### src/rtl/msx_pkg.sv
// Package with the fixed port widths and payload types of the maximum subset XOR unit.
`timescale 1ns / 1ps

package msx_pkg;

    // Fixed widths of the request and result ports.
    localparam int IN_WORD_BITS  = 32;
    localparam int OUT_WORD_BITS = 32;

    typedef logic [IN_WORD_BITS-1:0]  t_in_word;
    typedef logic [OUT_WORD_BITS-1:0] t_out_word;

endpackage

### src/rtl/msx_ram.sv
// Generic single-port-write, single-port-read RAM with registered read data.
`timescale 1ns / 1ps

module msx_ram #(
    parameter int WIDTH = 32,
    parameter int DEPTH = 32,
    parameter int ADDR_W = (DEPTH > 1) ? $clog2(DEPTH) : 1
) (
    input  logic              i_clk,
    input  logic              i_wr_en,
    input  logic [ADDR_W-1:0] i_wr_addr,
    input  logic [WIDTH-1:0]  i_wr_data,
    input  logic [ADDR_W-1:0] i_rd_addr,
    output logic [WIDTH-1:0]  o_rd_data
);

    logic [WIDTH-1:0] r_mem [DEPTH];
    logic [WIDTH-1:0] r_rd_data;

    always_ff @(posedge i_clk) begin
        if (i_wr_en) begin
            r_mem[i_wr_addr] <= i_wr_data;
        end
        r_rd_data <= r_mem[i_rd_addr];
    end

    assign o_rd_data = r_rd_data;

endmodule

### src/rtl/max_subset_xor_unit.sv
// Top level of the maximum subset XOR unit: linear basis builder and greedy maximizer.
`timescale 1ns / 1ps

// Channel   | Direction | Handshake                      | Payload
// ----------+-----------+--------------------------------+-----------------------------
// request   | in        | start high while busy is low   | i_word, i_last
// result    | out       | o_valid strobe, one cycle      | o_max_xor, o_overflow
//
// Each stored word is reduced against a GF(2) basis held in a small RAM, one bit
// per cycle from the top bit down, with busy high for the whole pass. A request
// with i_last set then runs a second pass that greedily builds the maximum;
// o_valid pulses in the same cycle as busy falls. The single registered read
// port of the basis RAM sets the one-bit-per-cycle pace. A word that arrives
// when MAX_ITEMS words are already held is not stored and does not make the
// unit busy unless it is the last one. Reset is synchronous and clears the
// count, the overflow flag and the basis valid bits; the result side cannot stall.
module max_subset_xor_unit #(
    parameter int MAX_ITEMS = 64,
    parameter int WORD_BITS = 32
) (
    input  logic                i_clk,
    input  logic                i_rst_n,
    input  logic                start,
    output logic                busy,
    input  msx_pkg::t_in_word   i_word,
    input  logic                i_last,
    output logic                o_valid,
    output msx_pkg::t_out_word  o_max_xor,
    output logic                o_overflow
);

    import msx_pkg::*;

    localparam int BIT_W = (WORD_BITS > 1) ? $clog2(WORD_BITS) : 1;
    localparam int CNT_W = $clog2(MAX_ITEMS + 1);
    localparam logic [BIT_W-1:0] TOP_BIT = BIT_W'(WORD_BITS - 1);
    localparam logic [CNT_W-1:0] CNT_MAX = CNT_W'(MAX_ITEMS);

    // Sequencer states.
    localparam logic [1:0] S_IDLE = 2'd0;
    localparam logic [1:0] S_INS  = 2'd1;
    localparam logic [1:0] S_QRY  = 2'd2;

    logic [1:0]           r_state, n_state;
    logic [CNT_W-1:0]     r_count, n_count;
    logic                 r_dropped, n_dropped;
    logic                 r_last, n_last;
    logic [WORD_BITS-1:0] r_cur, n_cur;
    logic                 r_done, n_done;
    logic [WORD_BITS-1:0] r_bvalid, n_bvalid;
    logic [BIT_W-1:0]     r_rd_bit, n_rd_bit;
    logic                 r_rd_act, n_rd_act;
    logic [BIT_W-1:0]     r_pr_bit, n_pr_bit;
    logic                 r_pr_vld, n_pr_vld;
    logic                 r_out_vld, n_out_vld;
    t_out_word            r_out_word, n_out_word;
    logic                 r_out_ovf, n_out_ovf;

    logic                 w_accept;
    logic [WORD_BITS-1:0] w_word;
    logic [WORD_BITS-1:0] w_basis;
    logic                 w_wr_en;
    logic [WORD_BITS-1:0] w_cur_step;
    logic                 w_pass_end;
    t_out_word            w_res_out;

    // Bring the request word to the internal width and the result to the output width.
    generate
        if (WORD_BITS <= IN_WORD_BITS) begin : g_in_trunc
            assign w_word = i_word[WORD_BITS-1:0];
        end else begin : g_in_ext
            assign w_word = {{(WORD_BITS - IN_WORD_BITS){1'b0}}, i_word};
        end
        if (WORD_BITS >= OUT_WORD_BITS) begin : g_out_trunc
            assign w_res_out = w_cur_step[OUT_WORD_BITS-1:0];
        end else begin : g_out_ext
            assign w_res_out = {{(OUT_WORD_BITS - WORD_BITS){1'b0}}, w_cur_step};
        end
    endgenerate

    // The basis row for bit b has its leading one at bit b. Reads stream from the
    // top bit down; the row for r_pr_bit is on the read port while the next row
    // is being fetched.
    msx_ram #(
        .WIDTH (WORD_BITS),
        .DEPTH (WORD_BITS),
        .ADDR_W(BIT_W)
    ) u_basis (
        .i_clk    (i_clk),
        .i_wr_en  (w_wr_en),
        .i_wr_addr(r_pr_bit),
        .i_wr_data(r_cur),
        .i_rd_addr(r_rd_bit),
        .o_rd_data(w_basis)
    );

    assign busy     = (r_state != S_IDLE);
    assign w_accept = start && !busy;

    // One reduction step of the shared XOR unit. While inserting, a word whose
    // current top bit has no basis row becomes that row. While maximizing, a row
    // is folded in whenever it raises the running value, i.e. when the running
    // value lacks the row's leading bit.
    always_comb begin
        w_wr_en    = 1'b0;
        w_cur_step = r_cur;
        if (r_pr_vld) begin
            if (r_state == S_INS) begin
                if (!r_done && r_cur[r_pr_bit]) begin
                    if (r_bvalid[r_pr_bit]) begin
                        w_cur_step = r_cur ^ w_basis;
                    end else begin
                        w_wr_en = 1'b1;
                    end
                end
            end else if (r_state == S_QRY) begin
                if (r_bvalid[r_pr_bit] && !r_cur[r_pr_bit]) begin
                    w_cur_step = r_cur ^ w_basis;
                end
            end
        end
    end

    assign w_pass_end = r_pr_vld && (r_pr_bit == '0);

    always_comb begin
        n_state    = r_state;
        n_count    = r_count;
        n_dropped  = r_dropped;
        n_last     = r_last;
        n_cur      = w_cur_step;
        n_done     = r_done;
        n_bvalid   = r_bvalid;
        n_rd_bit   = r_rd_bit;
        n_rd_act   = r_rd_act;
        n_pr_bit   = r_pr_bit;
        n_pr_vld   = 1'b0;
        n_out_vld  = 1'b0;
        n_out_word = r_out_word;
        n_out_ovf  = r_out_ovf;

        // Read address stream: one row per cycle, top bit first.
        if (r_rd_act) begin
            n_pr_vld = 1'b1;
            n_pr_bit = r_rd_bit;
            if (r_rd_bit == '0) begin
                n_rd_act = 1'b0;
            end else begin
                n_rd_bit = r_rd_bit - 1'b1;
            end
        end

        if (w_wr_en) begin
            n_bvalid[r_pr_bit] = 1'b1;
            n_done             = 1'b1;
        end

        unique case (r_state)
            S_IDLE: begin
                if (w_accept) begin
                    n_last   = i_last;
                    n_rd_bit = TOP_BIT;
                    n_rd_act = 1'b1;
                    n_done   = 1'b0;
                    if (r_count < CNT_MAX) begin
                        n_count = r_count + 1'b1;
                        n_cur   = w_word;
                        n_state = S_INS;
                    end else begin
                        n_dropped = 1'b1;
                        n_cur     = '0;
                        n_state   = i_last ? S_QRY : S_IDLE;
                        n_rd_act  = i_last;
                    end
                end
            end
            S_INS: begin
                if (w_pass_end) begin
                    n_cur    = '0;
                    n_rd_bit = TOP_BIT;
                    n_rd_act = r_last;
                    n_state  = r_last ? S_QRY : S_IDLE;
                end
            end
            S_QRY: begin
                if (w_pass_end) begin
                    n_out_vld  = 1'b1;
                    n_out_word = w_res_out;
                    n_out_ovf  = r_dropped;
                    n_count    = '0;
                    n_dropped  = 1'b0;
                    n_bvalid   = '0;
                    n_state    = S_IDLE;
                end
            end
            default: begin
                n_state = S_IDLE;
            end
        endcase
    end

    always_ff @(posedge i_clk) begin
        if (!i_rst_n) begin
            r_state   <= S_IDLE;
            r_count   <= '0;
            r_dropped <= 1'b0;
            r_bvalid  <= '0;
            r_rd_act  <= 1'b0;
            r_pr_vld  <= 1'b0;
            r_out_vld <= 1'b0;
            r_done    <= 1'b0;
            r_last    <= 1'b0;
        end else begin
            r_state   <= n_state;
            r_count   <= n_count;
            r_dropped <= n_dropped;
            r_bvalid  <= n_bvalid;
            r_rd_act  <= n_rd_act;
            r_pr_vld  <= n_pr_vld;
            r_out_vld <= n_out_vld;
            r_done    <= n_done;
            r_last    <= n_last;
        end
    end

    always_ff @(posedge i_clk) begin
        r_cur      <= n_cur;
        r_rd_bit   <= n_rd_bit;
        r_pr_bit   <= n_pr_bit;
        r_out_word <= n_out_word;
        r_out_ovf  <= n_out_ovf;
    end

    assign o_valid    = r_out_vld;
    assign o_max_xor  = r_out_word;
    assign o_overflow = r_out_ovf;

    // The stored word count never exceeds the capacity.
    a_count_bound: assert property (@(posedge i_clk) disable iff (!i_rst_n)
        r_count <= CNT_MAX)
        else $error("element count exceeds capacity");

    // A basis row is written only into an empty slot, and only once per word.
    a_write_empty: assert property (@(posedge i_clk) disable iff (!i_rst_n)
        w_wr_en |-> (!r_bvalid[r_pr_bit] && !r_done && r_state == S_INS))
        else $error("basis row overwritten");

    // A result comes only at the end of a maximize pass, and the set is emptied.
    a_result_clears: assert property (@(posedge i_clk) disable iff (!i_rst_n)
        o_valid |-> (r_count == '0 && !r_dropped && r_bvalid == '0 && !busy))
        else $error("set not emptied after result");

    // The result strobe lasts exactly one cycle.
    a_single_strobe: assert property (@(posedge i_clk) disable iff (!i_rst_n)
        o_valid |=> !o_valid)
        else $error("result strobe longer than one cycle");

    // A stored request always makes the unit busy on the next cycle.
    a_accept_busy: assert property (@(posedge i_clk) disable iff (!i_rst_n)
        (w_accept && r_count < CNT_MAX) |=> busy)
        else $error("stored request did not start a pass");

endmodule
### config.mk
export PLATFORM = sky130hd
export DESIGN_NAME = max_subset_xor_unit
export DESIGN_NICKNAME = d
export VERILOG_FILES = /design/src/rtl/msx_pkg.sv /design/src/rtl/msx_ram.sv /design/src/rtl/max_subset_xor_unit.sv
export SDC_FILE = /design/constraint.sdc
export NUM_CORES = 1
export LEC_CHECK = 0
export BUFFER_PORTS_ARGS = -buffer_cell sky130_fd_sc_hd__buf_2
export CAP_MARGIN = 20
export CORE_UTILIZATION = 60
export CTS_BUF_LIST = sky130_fd_sc_hd__clkbuf_16
export DETAILED_ROUTE_END_ITERATION = 6
export GPL_TIMING_DRIVEN = 0
export HOLD_SLACK_MARGIN = 0.08
export PLACE_DENSITY = 0.74
export SETUP_SLACK_MARGIN = 0.1
export SKIP_LAST_GASP = 1
export SLEW_MARGIN = 20
export SYNTH_ARGS = -nofsm -noshare
export SYNTH_HDL_FRONTEND = slang
export SYNTH_SLANG_ARGS = --single-unit
### constraint.sdc
create_clock -name i_clk -period 5.5 [get_ports i_clk]
set_input_delay 0 -clock i_clk [delete_from_list [all_inputs] [get_ports i_clk]]
set_output_delay 0 -clock i_clk [all_outputs]
set_load 0.02 [all_outputs]
==> reports/metrics.yaml, run 1 <==
placement:
  place_area_um2: 48500
  portBuffers: 70
  place_congestion: 0.927
  dp.cells: 3176
  hpwl_um: 78200
  pre_cts_ws_ps: 672
clocking:
  insertion_delay_ps: 680
  cts.path.max_buffers: 3
  cts_buffers: 112
  cts_sinks: 1178
  cts_resized: 0
  cts_tree: "yes"
  cts.root.buffer_cell: "clkbuf_16"
  htreeDepth: 3
  clk_pin_slew_ps: 60
  post_cts.repair.setup_buffers: 0
synthesis:
  post_synth.cell_area_avg_um2: 21.8
  synthCells: 2076
  syn_nets: 2114
  syn_area_um2: 45200
  synth_edf_count: 1062
  yosysSeqAreaShare_pct: 75.7
  synth_seq_cells: 1178
  synth-main-ff-cell: "edfxtp_1"
  yosysWarningCount: 0
  synth_cell_types: 55
  ys_async_sr_fraction_pct: 0
global_routing:
  grt_first_pass_wirelength_um: 174000
  antenna_found_initial: 5
  grt_usage_pct: 32.9
  grt_pass1_vias: 24149
  grt_max_degree: 39
  overflow: 0
timing:
  fin_skew_ps: 27.1
  period_share_pct: 89.3
  fin_ws_ps: 591
  setup_viol: 0
  fmax_mhz: 204
  fin_crit_ps: 4910
  hold_violations: 0
  drv_slew: 0
  worst_pin_slew_ps: 1190
  fin_hold_ws_ps: 123
  rsz0062_at_grt: "no"
  slew_headroom_pct: 20.9
die:
  io_pins: 71
  dieArea_um2: 76500
  die_w_um: 277
  initial_utilization_pct: 60.7
  die_h_um: 277
  coreArea_um2: 74400
  rows: 100
power_and_ir_drop:
  p_leak_nw: 17.4
  powerDensity_nw_per_um2: 390
  peakVddDrop_mv: 0.390
critical_path:
  worstSetupEndpointType: "flip-flop"
  crit_required_ps: 5870
  cp.arrival_ps: 5280
  crit_fanout: 34
  cp-start-kind: "flip-flop"
  critPathKind: "reg2reg"
flow_run:
  maxCapViolations: 0
finish:
  num-nets-final: 2409
  final_common_cell: "edfxtp_1"
  layout_common_cells: "edfxtp_1, mux4_2, clkbuf_16"
  area_growth_pct: 16.3
  fin_util_pct: 70.6
  stdcell_count: 3440
  drive_gt1_share_pct: 31.5
  fin_area_um2: 52600
  multi_input_area_um2: 10700
  seq_area_um2: 34200
  num-fill-cells: 4247
run_status:
  status: "finished, final reports clean"
routing:
  drt_pass1_iterations: 6
  avgRoutedWirePerCell_um: 35.9
  totalWireLength_um: 123000
  drc_errors: 0
  vias_per_cell: 7.00
  drt_iter0_markers: 3975
  drtAntennaViolNets: 0
  vias: 24067
worst_hold_path:
  hold_class: "in2reg"
==> path summary, 6_finish.rpt <==
path / startpoint / to / slack [ps] / depth (start not counted)
min: i_word[6] / r_cur[6] / 120 / 3
max: r_cur[22] / u_basis.r_mem[5][26] / 590 / 9
min reg2reg: r_rd_bit[0] / r_pr_bit[0] / 430 / 0
max reg2reg: r_cur[22] / u_basis.r_mem[5][26] / 590 / 9
==> sequential cells by signal (all words and copies together) (netlist names) <==
register	flops
r_bvalid	32
r_rd_bit	5
r_cur	32
r_state	2
r_count	7
o_max_xor	32
r_pr_bit	5
r_rd_act	1
o_valid	1
r_last	1
u_basis.r_mem	1024
r_done	1
u_basis.o_rd_data	32
o_overflow	1
r_pr_vld	1
r_dropped	1
==> worst max-delay path: stages (launching register included) <==
cell      delay [ps]
dfxtp_1         1020
mux2i_1          400
o22ai_1          260
nor3_1            70
o21bai_1         270
a21oi_1          520
nand3b_1         770
nor2_4           860
buf_16           240
buf_16           170
==> layout make-up <==
cell class              count  share of cell area, %
repair buffers            181                   4.29
flip-flops and latches   1178                   65.1
diodes                      3                 0.0143
multi-input cells         766                   20.3
inverters                  10                 0.0714
plain buffers             122                   1.08
well taps                 969                   2.31
clock buffers             116                   5.52
clock inverters            95                   1.28
==> synthesized netlist by cell type (10+ instances only) <==
| library cell | n | area share [%] |
|---|---|---|
| edfxtp_1 | 1062 | 71 |
| mux4_2 | 322 | 16 |
| dfxtp_1 | 116 | 5.1 |
| clkbuf_1 | 76 | 0.63 |
| nor2_1 | 66 | 0.55 |
| nand2_1 | 48 | 0.40 |
| mux2_2 | 33 | 0.82 |
| xnor2_1 | 33 | 0.64 |
| mux2i_1 | 28 | 0.62 |
| o21a_1 | 27 | 0.45 |
| a21oi_1 | 23 | 0.25 |
| a22o_1 | 22 | 0.43 |
| buf_1 | 21 | 0.17 |
| o211ai_2 | 19 | 0.53 |
| buf_2 | 16 | 0.18 |
| and2_1 | 14 | 0.19 |
| o22ai_1 | 12 | 0.17 |
| a21o_1 | 11 | 0.18 |
| o211ai_1 | 11 | 0.18 |
| inv_1 | 10 | 0.083 |
| or4b_1 | 10 | 0.22 |
==> logic make-up (layout without fill, tap and decap cells) <==
logic type / Yosys count / after routing / synth area share (%)
other cells: 0 / 3 / 0
simple gates: 186 / 186 / 2.08
flops: 1178 / 1178 / 75.7
fa+ha+maj: 2 / 2 / 0.0553
compound gates: 159 / 159 / 2.77
xor+xnor: 36 / 36 / 0.697
mux: 383 / 383 / 17.5
buf+inv: 132 / 524 / 1.26
==> power breakdown <==
| part | switching, mW | total [mW] | leakage [nW] | internal (mW) |
|---|---|---|---|---|
| sequential | 0.570 | 10.8 | 10.6 | 10.3 |
| combinational | 1.13 | 2.16 | 4.95 | 1.03 |
| clock | 3.25 | 7.51 | 1.90 | 4.26 |
==> what timing repair did <==
item / in CTS / in global routing
endpoints found under the setup margin: 0 / 0
endpoints found under the hold margin: 49 / 0
hold buffers: 48 / 0
==> routing by layer <==
metal / routed length (um) / GRT usage [%]
met2: 56900 / 50.1
met5: 20 / 0
met3: 14700 / 7.59
met1: 44700 / 45.7
met4: 7030 / 15.9
==> metrics by stage <==
| step | total power, mW | TNS (ps) |
|---|---|---|
| floorplan | 12.2 | 0 |
| global placement | 13.0 | -1059250 |
| detailed placement | 13.1 | 0 |
| CTS | 20.5 | 0 |
| global route | 21.0 | 0 |
| finish | 20.5 | 0 |
Note: power is estimated with default switching activity, not from simulation.
==> inputs of run 2 (changes only) <==
Settings changed: BUFFER_PORTS_ARGS -buffer_cell sky130_fd_sc_hd__buf_2 to -buffer_cell sky130_fd_sc_hd__buf_4, CORE_UTILIZATION 60 to 45, PLACE_DENSITY 0.74 to 0.57.
==> reports/metrics.yaml, run 2 (synthesis gave the netlist of run 1 again) <==
critical_path:
  r2r_setup_slack_ps: 930
  reg2reg_depth: 10
  worstSetupEndpointType: "flip-flop"
  crit_fanout: 15
  cp_slowest_cell: "nor2_4"
  crit_required_ps: 5890
  cp.arrival_ps: 4960
  slowest_delay_ps: 730
  cp-start-kind: "flip-flop"
  rr_startpoint: "r_pr_bit[4]"
  r2r_end: "u_basis.r_mem[15][13]"
  critPathKind: "reg2reg"
  path_cells: "buf_2, nand3b_1, o21ai_0, nor2_1, o21a_1, a21oi_1, nand3_1, nor2_4, buf_12, buf_16"
timing:
  worst_pin_slew_ps: 1160
  rsz0062_at_grt: "no"
  fin_hold_ws_ps: 125
  drv_slew: 0
  fin_ws_ps: 933
  period_share_pct: 83.0
  setup_viol: 0
  finalSetupTns_ps: 0
  fmax_mhz: 219
  hold_violations: 0
  fin_skew_ps: 31.6
  fin_crit_ps: 4570
  slew_headroom_pct: 22.6
placement:
  dp.cells: 3504
  pre_cts_ws_ps: 844
  place_congestion: 0.874
  hpwl_um: 84100
  portBuffers: 70
clocking:
  cts.path.max_buffers: 3
  clk_pin_slew_ps: 60
  cts_resized: 0
  insertion_delay_ps: 700
  cts_sinks: 1178
  cts.root.buffer_cell: "clkbuf_16"
  htreeDepth: 3
  cts_tree: "yes"
  cts_buffers: 118
finish:
  final_common_cell: "edfxtp_1"
  drive_gt1_share_pct: 31.8
  fin_util_pct: 54.1
  area_growth_pct: 18.3
  regMostFlops: "u_basis.r_mem"
  stdcell_count: 3787
  layout_common_cells: "edfxtp_1, mux4_2, clkbuf_16"
  largest_reg_flops: 1024
  num-nets-final: 2433
routing:
  vias_per_cell: 6.04
  avgRoutedWirePerCell_um: 33.1
  drt_pass1_iterations: 6
  vias: 22891
  totalWireLength_um: 125000
  drtAntennaViolNets: 0
  drc_errors: 0
  drt_iter0_markers: 3143
global_routing:
  overflow: 0
  grt_max_degree: 39
  grt_pass1_vias: 23308
  grt_usage_pct: 25.0
  grt_first_pass_wirelength_um: 177000
  antenna_found_initial: 0
power_and_ir_drop:
  powerDensity_nw_per_um2: 384
  peakVddDrop_mv: 0.251
  pwr-share-comb_pct: 10.5
  pwr-share-seq_pct: 52.9
  p_leak_nw: 17.6
  switching_share_pct: 24.6
  p_int_mw: 15.5
  p_switching_mw: 5.05
  clkPwrFrac_pct: 36.6
flow_run:
  maxCapViolations: 0
worst_hold_path:
  whs_path_depth: 3
  hold_class: "in2reg"
  hp-start: "i_word[6]"
  holdPathEnd: "r_cur[6]"
die:
  die_w_um: 319
  coreArea_um2: 99000
  dieArea_um2: 102000
  die_h_um: 319
  rows: 115
  io_pins: 71
  initial_utilization_pct: 45.7
run_status:
  status: "finished, final reports clean"
run 2: changes by cell type in the layout (fill, tap and decap cells not counted), sizes merged:
cell / before / now
dlygate4sd3: 48 / 55
inv: 48 / 51
bufinv: 10 / 5
clkbuf: 198 / 199
clkinv: 46 / 54
buf: 173 / 187
diode: 3 / 1
clkinvlp: 1 / 4
run 2: how the worst max path moves through the flow:
stage	from	endpoint	slack (ps)
5_1_grt	r_pr_bit[3]	u_basis.r_mem[15][6]	940
6_report	r_pr_bit[4]	u_basis.r_mem[15][13]	930
2_1_floorplan	r_pr_bit[2]	u_basis.r_mem[10][0]	1640
4_1_cts	r_cur[20]	u_basis.r_mem[15][6]	840
3_5_place_dp	r_cur[22]	u_basis.r_mem[15][16]	840
3_3_place_gp	r_cur[31]	u_basis.r_mem[24][29]	-1720
run 2: layout make-up:
cell class	instances	area (um^2)
clock inverter	104	608
inverter	10	37.5
sequential	1178	34300
timing repair buffer	199	2750
clock buffer	120	3000
antenna	1	2.50
fill	7525	45500
multi-input combinational	766	10700
buffer	122	571
tap	1287	1610
run 2: power by group through the flow:
stage | combinational, mW | clock, mW | sequential (mW)
floorplan | 1.43 | 0 | 10.7
global placement | 2.11 | 0 | 11.0
detailed placement | 2.15 | 0 | 11.1
CTS | 2.19 | 7.62 | 10.9
global route | 2.28 | 7.93 | 10.9
finish | 2.16 | 7.52 | 10.9
run 2: worst max-delay path: cells and delay by family (launching register included):
family | cells | cell delay (ps)
simple gates | 4 | 2140
flops | 1 | 410
buf+inv | 3 | 640
compound gates | 3 | 1040
run 2: repair_timing:
action | CTS | global route
hold buffers | 55 | 0
buffers inserted | 0 | 0
hold endpoints to repair | 59 | 0
run 2: per-stage QoR:
| step | power [mW] | instance area [um^2] |
|---|---|---|
| 2_1_floorplan | 12.2 | 45200 |
| 3_3_place_gp | 13.1 | 47400 |
| 6_report | 20.5 | 53500 |
| 5_1_grt | 21.1 | 53500 |
| 3_5_place_dp | 13.2 | 49300 |
| 4_1_cts | 20.7 | 53500 |
run 2: metal layers:
metal  GRT usage [%]  part of all wire, %  routed length (um)  vias to the layer above
li1                -                    -                   -                     9363
met1            36.4                   43               54000                    12375
met2            38.4                   46               58300                      973
met3            4.38                  7.1                8930                      180
met4            8.33                  3.3                4160                        0
met5               0                    0                   0                        -
